<file path="src/rtl/core/alb_pkg.sv">
// Package for the ambient light brightness selector.
// Payload structs, filter state type, register map and widths; no dependencies.
package alb_pkg;

    // Width of the smoothed level held in the filter
    localparam int LEVEL_BITS = 10;
    // Field widths of the interface
    localparam int SAMPLE_BITS = 10;
    localparam int BRI_BITS    = 8;
    localparam int LIGHT_BITS  = 10;
    // Signed compare width, wide enough for threshold +/- hysteresis and the level
    localparam int CMP_BITS = ((LEVEL_BITS > LIGHT_BITS) ? LEVEL_BITS : LIGHT_BITS) + 2;

    // Configuration port
    localparam int APB_ADDR_BITS = 5;
    localparam int APB_DATA_BITS = 32;
    localparam int REG_IDX_BITS  = 3;

    localparam logic [REG_IDX_BITS-1:0] REG_THRESHOLD  = 3'd0;
    localparam logic [REG_IDX_BITS-1:0] REG_HYSTERESIS = 3'd1;
    localparam logic [REG_IDX_BITS-1:0] REG_TEST       = 3'd2;
    localparam logic [REG_IDX_BITS-1:0] REG_ALARM      = 3'd3;
    localparam logic [REG_IDX_BITS-1:0] REG_DAY        = 3'd4;
    localparam logic [REG_IDX_BITS-1:0] REG_FLOOR      = 3'd5;

    // Register reset values
    localparam logic [LIGHT_BITS-1:0] THRESHOLD_RST  = 10'd512;
    localparam logic [LIGHT_BITS-1:0] HYSTERESIS_RST = 10'd32;
    localparam logic [BRI_BITS-1:0]   TEST_RST       = 8'd128;
    localparam logic [BRI_BITS-1:0]   ALARM_RST      = 8'd255;
    localparam logic [BRI_BITS-1:0]   DAY_RST        = 8'd64;
    localparam logic [BRI_BITS-1:0]   FLOOR_RST      = 8'd1;

    typedef logic [LEVEL_BITS-1:0] level_t;
    typedef logic [LIGHT_BITS-1:0] light_t;
    typedef logic [BRI_BITS-1:0]   bri_t;

    // Input item
    typedef struct packed {
        logic [SAMPLE_BITS-1:0] light_sample;
        logic                   test_active;
        logic                   alarm_active;
        logic                   link_ok;
        logic                   sock_charging;
        logic                   pulse_present;
    } alb_in_t;

    // Result item
    typedef struct packed {
        logic [SAMPLE_BITS-1:0] smoothed_level;
        logic                   ambient_bright;
        bri_t                   brightness;
    } alb_out_t;

    // Filter state carried from item to item
    typedef struct packed {
        level_t level;
        logic   bright;
    } alb_state_t;

    // Brightness registers never drive zero
    function automatic bri_t clamp_bri(input bri_t v);
        return (v == '0) ? bri_t'(1) : v;
    endfunction

endpackage

</file>
<file path="src/rtl/core/alb_filter.sv">
// Smoothing filter and bright-ambient hysteresis for one sample.
// Pure combinational next-state logic; depends on alb_pkg.
module alb_filter (
    input  alb_pkg::alb_state_t state_cur,
    input  alb_pkg::level_t     sample,
    input  alb_pkg::light_t     threshold,
    input  alb_pkg::light_t     hysteresis,
    output alb_pkg::alb_state_t state_nxt
);
    import alb_pkg::*;

    logic [LEVEL_BITS+2:0] acc;
    level_t                level_new;
    logic signed [CMP_BITS-1:0] lvl_s;
    logic signed [CMP_BITS-1:0] hi_s;
    logic signed [CMP_BITS-1:0] lo_s;

    // 7*level + sample, then divide by 8
    always_comb begin
        acc = {state_cur.level, 3'b000} - (LEVEL_BITS+3)'(state_cur.level)
              + (LEVEL_BITS+3)'(sample);
        if (state_cur.level == '0) begin
            level_new = sample;
        end else begin
            level_new = acc[LEVEL_BITS+2:3];
        end
    end

    // Band edges, signed so the low edge may go negative
    always_comb begin
        lvl_s = signed'(CMP_BITS'(level_new));
        hi_s  = signed'(CMP_BITS'(threshold)) + signed'(CMP_BITS'(hysteresis));
        lo_s  = signed'(CMP_BITS'(threshold)) - signed'(CMP_BITS'(hysteresis));
    end

    // Hysteresis flag
    always_comb begin
        state_nxt.level  = level_new;
        state_nxt.bright = state_cur.bright;
        if (!state_cur.bright && (lvl_s > hi_s)) begin
            state_nxt.bright = 1'b1;
        end else if (state_cur.bright && (lvl_s < lo_s)) begin
            state_nxt.bright = 1'b0;
        end
    end

endmodule

</file>
<file path="src/rtl/core/ambient_light_brightness_select.sv">
// Top level of the ambient light brightness selector.
// Uses alb_pkg and alb_filter.
//
// Takes one item per clock unless the result stalls: each light sample with
// its status flags updates a smoothed level ((7*level+sample)/8, seeded from
// the sample while the level is zero) and a bright-ambient flag with a
// hysteresis band, and yields one result with the level, the flag and the
// brightness picked by priority (test, alarm, day when link is up, not
// charging, pulse present and bright, else floor), each clamped to 1..255.
// Items pass through an input register and a result register, with the
// filter, compare and selection between them; the level and flag recurrence
// closes within that one stage, so the sustained rate is one item per cycle
// while m_ready stays high. Configuration registers sit on an APB port at
// byte addresses 4*i and should be written while no item is in flight.
module ambient_light_brightness_select (
    input  logic                              aclk,
    input  logic                              aresetn,
    // input items
    input  logic                              s_valid,
    output logic                              s_ready,
    input  alb_pkg::alb_in_t                  s_data,
    // result items
    output logic                              m_valid,
    input  logic                              m_ready,
    output alb_pkg::alb_out_t                 m_data,
    // configuration
    input  logic                              psel,
    input  logic                              penable,
    input  logic                              pwrite,
    input  logic [alb_pkg::APB_ADDR_BITS-1:0] paddr,
    input  logic [alb_pkg::APB_DATA_BITS-1:0] pwdata,
    output logic [alb_pkg::APB_DATA_BITS-1:0] prdata,
    output logic                              pready
);
    import alb_pkg::*;

    light_t threshold_reg;
    light_t hysteresis_reg;
    bri_t   test_reg;
    bri_t   alarm_reg;
    bri_t   day_reg;
    bri_t   floor_reg;

    logic       in_valid_reg;
    alb_in_t    in_data_reg;
    logic       out_valid_reg;
    alb_out_t   out_data_reg;
    alb_state_t state_reg;
    alb_state_t state_next;

    logic                    advance;
    logic                    cfg_wr;
    logic [REG_IDX_BITS-1:0] reg_idx;
    bri_t                    bri_next;
    alb_out_t                out_data_next;

    assign pready  = 1'b1;
    assign cfg_wr  = psel && penable && pwrite;
    assign reg_idx = paddr[APB_ADDR_BITS-1:2];

    // Register writes
    always_ff @(posedge aclk) begin
        if (!aresetn) begin
            threshold_reg  <= THRESHOLD_RST;
            hysteresis_reg <= HYSTERESIS_RST;
            test_reg       <= TEST_RST;
            alarm_reg      <= ALARM_RST;
            day_reg        <= DAY_RST;
            floor_reg      <= FLOOR_RST;
        end else if (cfg_wr) begin
            unique case (reg_idx)
                REG_THRESHOLD:  threshold_reg  <= pwdata[LIGHT_BITS-1:0];
                REG_HYSTERESIS: hysteresis_reg <= pwdata[LIGHT_BITS-1:0];
                REG_TEST:       test_reg       <= pwdata[BRI_BITS-1:0];
                REG_ALARM:      alarm_reg      <= pwdata[BRI_BITS-1:0];
                REG_DAY:        day_reg        <= pwdata[BRI_BITS-1:0];
                REG_FLOOR:      floor_reg      <= pwdata[BRI_BITS-1:0];
                default: ;
            endcase
        end
    end

    // Register reads
    always_comb begin
        unique case (reg_idx)
            REG_THRESHOLD:  prdata = APB_DATA_BITS'(threshold_reg);
            REG_HYSTERESIS: prdata = APB_DATA_BITS'(hysteresis_reg);
            REG_TEST:       prdata = APB_DATA_BITS'(test_reg);
            REG_ALARM:      prdata = APB_DATA_BITS'(alarm_reg);
            REG_DAY:        prdata = APB_DATA_BITS'(day_reg);
            REG_FLOOR:      prdata = APB_DATA_BITS'(floor_reg);
            default:        prdata = '0;
        endcase
    end

    // Pipeline flow: the held item moves on when the result slot is free
    assign advance = in_valid_reg && (!out_valid_reg || m_ready);
    assign s_ready = !in_valid_reg || advance;

    alb_filter u_filter (
        .state_cur  (state_reg),
        .sample     (level_t'(in_data_reg.light_sample)),
        .threshold  (threshold_reg),
        .hysteresis (hysteresis_reg),
        .state_nxt  (state_next)
    );

    // Brightness by priority
    always_comb begin
        if (in_data_reg.test_active) begin
            bri_next = clamp_bri(test_reg);
        end else if (in_data_reg.alarm_active) begin
            bri_next = clamp_bri(alarm_reg);
        end else if (in_data_reg.link_ok && !in_data_reg.sock_charging &&
                     in_data_reg.pulse_present && state_next.bright) begin
            bri_next = clamp_bri(day_reg);
        end else begin
            bri_next = clamp_bri(floor_reg);
        end
        out_data_next.smoothed_level = SAMPLE_BITS'(state_next.level);
        out_data_next.ambient_bright = state_next.bright;
        out_data_next.brightness     = bri_next;
    end

    // Control and filter state
    always_ff @(posedge aclk) begin
        if (!aresetn) begin
            in_valid_reg  <= 1'b0;
            out_valid_reg <= 1'b0;
            state_reg     <= '0;
        end else begin
            if (s_ready) begin
                in_valid_reg <= s_valid;
            end
            if (advance) begin
                out_valid_reg <= 1'b1;
                state_reg     <= state_next;
            end else if (m_ready) begin
                out_valid_reg <= 1'b0;
            end
        end
    end

    // Payload registers
    always_ff @(posedge aclk) begin
        if (s_ready && s_valid) begin
            in_data_reg <= s_data;
        end
        if (advance) begin
            out_data_reg <= out_data_next;
        end
    end

    assign m_valid = out_valid_reg;
    assign m_data  = out_data_reg;

endmodule

</file>
<file path="config.mk">
export PLATFORM = sky130hd
export DESIGN_NAME = ambient_light_brightness_select
export DESIGN_NICKNAME = d
export VERILOG_FILES = /design/src/rtl/core/alb_pkg.sv /design/src/rtl/core/alb_filter.sv /design/src/rtl/core/ambient_light_brightness_select.sv
export SDC_FILE = /design/constraint.sdc
export NUM_CORES = 1
export LEC_CHECK = 0
export ABC_AREA = 1
export BUFFER_PORTS_ARGS = -buffer_cell sky130_fd_sc_hd__buf_4
export CORE_ASPECT_RATIO = 0.7
export CORE_MARGIN = 4
export CORE_UTILIZATION = 60
export DETAILED_ROUTE_END_ITERATION = 16
export MAX_ROUTING_LAYER = met4
export PLACE_DENSITY = 0.88
export SETUP_SLACK_MARGIN = 0.15
export SLEW_MARGIN = 40
export SYNTH_ARGS = -nofsm -noshare
export SYNTH_HDL_FRONTEND = slang
export SYNTH_SLANG_ARGS = --single-unit
export TNS_END_PERCENT = 20
</file>
<file path="constraint.sdc">
create_clock -name aclk -period 5.9 [get_ports aclk]
set_input_delay 0.885 -clock aclk [delete_from_list [all_inputs] [get_ports aclk]]
set_output_delay 0.885 -clock aclk [all_outputs]
set_load 0.02 [all_outputs]
</file>
==> metrics.md <==
| Metric | Value |
|---|---|
| Antenna cell count | `0` |
| Sequential-to-total area share from yosys stat | `35.3%` |
| Count of endpoints failing setup in the final report | `0` |
| Internal | `1430 µW` |
| Logic pwr share | `39.1%` |
| I/O pin count | `113` |
| Mapped Area | `6590 µm²` |
| Max Clk Rate | `220 MHz` |
| Layout cells sized above 1 | `13.7%` |
| Worst-margin pin slew | `0.757 ns` |
| Clock transition at path regs | `0.07 ns` |
| Drt drc | `0` |
| Static Leak | `0.00358 µW` |
| Synth area leader | `dfxtp_1` |
| Yosys warns | `0` |
| Setup_tns | `0 ns` |
| Most instantiated library cell after synthesis | `nand2_1` |
| Post-Layout Inst Area | `7400 µm²` |
| DP Wirelength | `13,200 µm` |
| Skew final | `0.00638 ns` |
| Hold Crit Class | `reg -> reg` |
| Worst r2r dst | `m_data[6]` |
| CTS Hold Bufs | `0` |
| Worst-Skew Late Latency | `0.35 ns` |
| Reg-to-Reg Start | `state_reg[2]` |
| Sequential fraction of design power | `34.0%` |
| CP Data Required Time | `6.01 ns` |
| First-pass GRT wire length | `27,300 µm` |
| Worst setup SP type | `flop` |
| CTS Sinks | `99` |
| Post-Route M1 WL | `8060 µm` |
| Net Sw Power | `885 µW` |
| Power Dens Cells | `313 nW/µm²` |
| Clock Tree Root | `clkbuf_16` |
| Final ANT Viol Nets | `0` |
| Resized Gates After CTS | `0` |
| Hold Path Depth | `2` |
| Pre-CTS WS | `1.47 ns` |
| CTS tree | `built` |
| Crit-path max FO | `11` |
| Core ar. | `10,500 µm²` |
| Setup WS post-layout | `1.35 ns` |
| Met3 routed WL | `2290 µm` |
| GRT overflow | `0` |
| Clk network pwr share | `26.8%` |
| Status | `finished, final reports clean` |
| CP arrival | `4.66 ns` |
| Dominant synthesized flop cell | `dfxtp_1` |
| Fill count | `872` |
| Maxcap violations | `0` |
| DIE WIDTH | `133 µm` |
| Via/cell ratio | `5.65` |
| Worst Setup End Kind | `flop` |
| Switching power share of the total | `38.2%` |
| Library cells used by synthesis | `43` |
| H-tree Lvls | `3` |
| Ys async rst share | `0%` |
| Multi-input logic area | `3510 µm²` |
| Vias | `6,131` |
| Initial antenna violation count | `0` |
| Period minus WS final | `4.55 ns` |
| Final period util | `77.1%` |
| Die height | `95.7 µm` |
| Post-CTS setup buffers | `0` |
| Most frequent CP cell | `nand2_1` |
| Number of global-route vias before repair | `5,300` |
| Worst hold slack | `0.494 ns` |
| Std-Cell Rows | `31` |
| Register area | `2320 µm²` |
| Worst R2R Setup Slack | `1.35 ns` |
| Starting Density | `62.7%` |
| Wirelength per Cell | `16.0 µm` |
| Fin. Hold Viols | `0` |
| DR iter-0 viols | `864` |
| CTS Buffer Depth | `2` |
| Placed cell area | `7080 µm²` |
| Number of flip-flops in the largest register | `19` |
| CP Class | `reg -> reg` |
| Fin nets | `1,047` |
| Crit path launch | `state_reg[2]` |
| Slew Limit Headroom | `49.5%` |
| Post-synth top area share | `19.8%` |
| Die Area | `12,700 µm²` |
| Worst hold endpoint | `floor_reg[3]` |
| Drt pass-1 iters | `5` |
| Critical-path top delay cell | `fa_1` |
| Total GRT Usage | `28.0%` |
| Largest net degree at the start of global routing | `57` |
| WL met2 | `6810 µm` |
| Final Max Slew Viols | `0` |
| Post-synth EDFFs | `34` |
| Reg2reg path depth | `29` |
| FF+latch count, synth | `99` |
| Top post-synthesis cells by area | `dfxtp_1 (20%), edfxtp_1 (15%), nand2_1 (8.9%)` |
| Slowest Stage Delay on Critical Path | `0.53 ns` |
| RSZ-0062 raised after global routing | `false` |
| Syn-to-layout area delta | `12.3%` |
| CTS Buf Count | `9` |
| Syn Inst Count | `878` |
| WL final | `17,400 µm` |
| Commonest cells post-synth | `nand2_1 (157), inv_1 (134), a21oi_1 (79)` |
| Top sig layer | `met4` |
| Peak supply drop | `0.156 mV` |
| Worst hold start | `floor_reg[3]` |
| Gp weighted congestion | `1.01` |
| I/O Buffers | `65` |
| Avg Cell Area, Syn | `7.50 µm²` |
## power by group through the flow
| stage | registers [µW] | logic, µW | clock network (µW) |
|---|---|---|---|
| after floorplan | 821 | 647 | 0 |
| after global placement | 801 | 847 | 0 |
| after detailed placement | 802 | 876 | 0 |
| after CTS | 787 | 889 | 623 |
| after global routing | 792 | 1010 | 654 |
| final | 788 | 906 | 621 |
## cell families (layout without fill, tap and decap cells)
family          count (synthesis)  after routing  share of synthesized area [%]
flops                          99             99                           35.3
fa+ha+maj                      56             56                           11.7
xor+xnor                       18             18                           2.39
simple gates                  324            324                           22.2
other cells                     2             23                          0.114
compound gates                186            186                           15.7
buf+inv                       193            231                           12.7
## critical path, delay by kind of cell, from the launching register on
kind	cells	cell delay, ns
xor gates and xnor gates	1	0.22
and+or+nand+nor	17	1.53
DFF	1	0.39
adders and majority gates	3	1.23
AOI/OAI and AO/OA	4	0.59
buffers and inverters	4	0.35
## worst max-delay path by stage
stage | to | cells past startpoint | slack (ns)
floorplan | m_data[6] | 28 | 2.21
global placement | m_data[6] | 29 | 1.55
detailed placement | m_data[1] | 29 | 1.47
CTS | m_data[1] | 29 | 1.43
global route | m_data[5] | 29 | 0.89
finish | m_data[6] | 29 | 1.35
## cell type report
| class | count | share of cell area (%) |
|---|---|---|
| clock buffer | 13 | 3.96 |
| inverter | 148 | 7.53 |
| clock inverter | 3 | 0.304 |
| multi-input combinational | 607 | 47.5 |
| tap | 148 | 2.50 |
| timing repair buffer | 67 | 6.80 |
| sequential | 99 | 31.4 |
## through the flow
step           utilization, %  cells  power, µW
2_1_floorplan               -    899       1470
3_3_place_gp             67.3   1069       1650
3_5_place_dp             67.4   1069       1680
4_1_cts                  70.4   1085       2300
5_1_grt                  70.4   1085       2450
6_report                 70.4   1085       2310
## cells in the final DEF, fill, tap and decap left out, types with 6 or more instances in the layout
cell,count
nand2_1,157
inv_1,134
a21oi_1,79
buf_4,67
o21ai_0,66
dfxtp_1,65
nor2_1,59
nand3_1,51
ha_1,47
edfxtp_1,34
conb_1,23
xor2_1,15
nand2_2,13
clkbuf_16,11
inv_2,10
o211ai_1,9
nand4_1,9
nand3_2,9
fa_1,9
a22oi_1,7
nor3_1,7
o22ai_1,6
nor2_2,6
## layer usage
layer,vias up,GRT usage [%]
li1,2955,-
met2,359,36.2
met5,-,-
met3,26,7.38
met4,0,6.68
met1,2791,42.8
No activity file was read; power rests on OpenSTA's default activity.
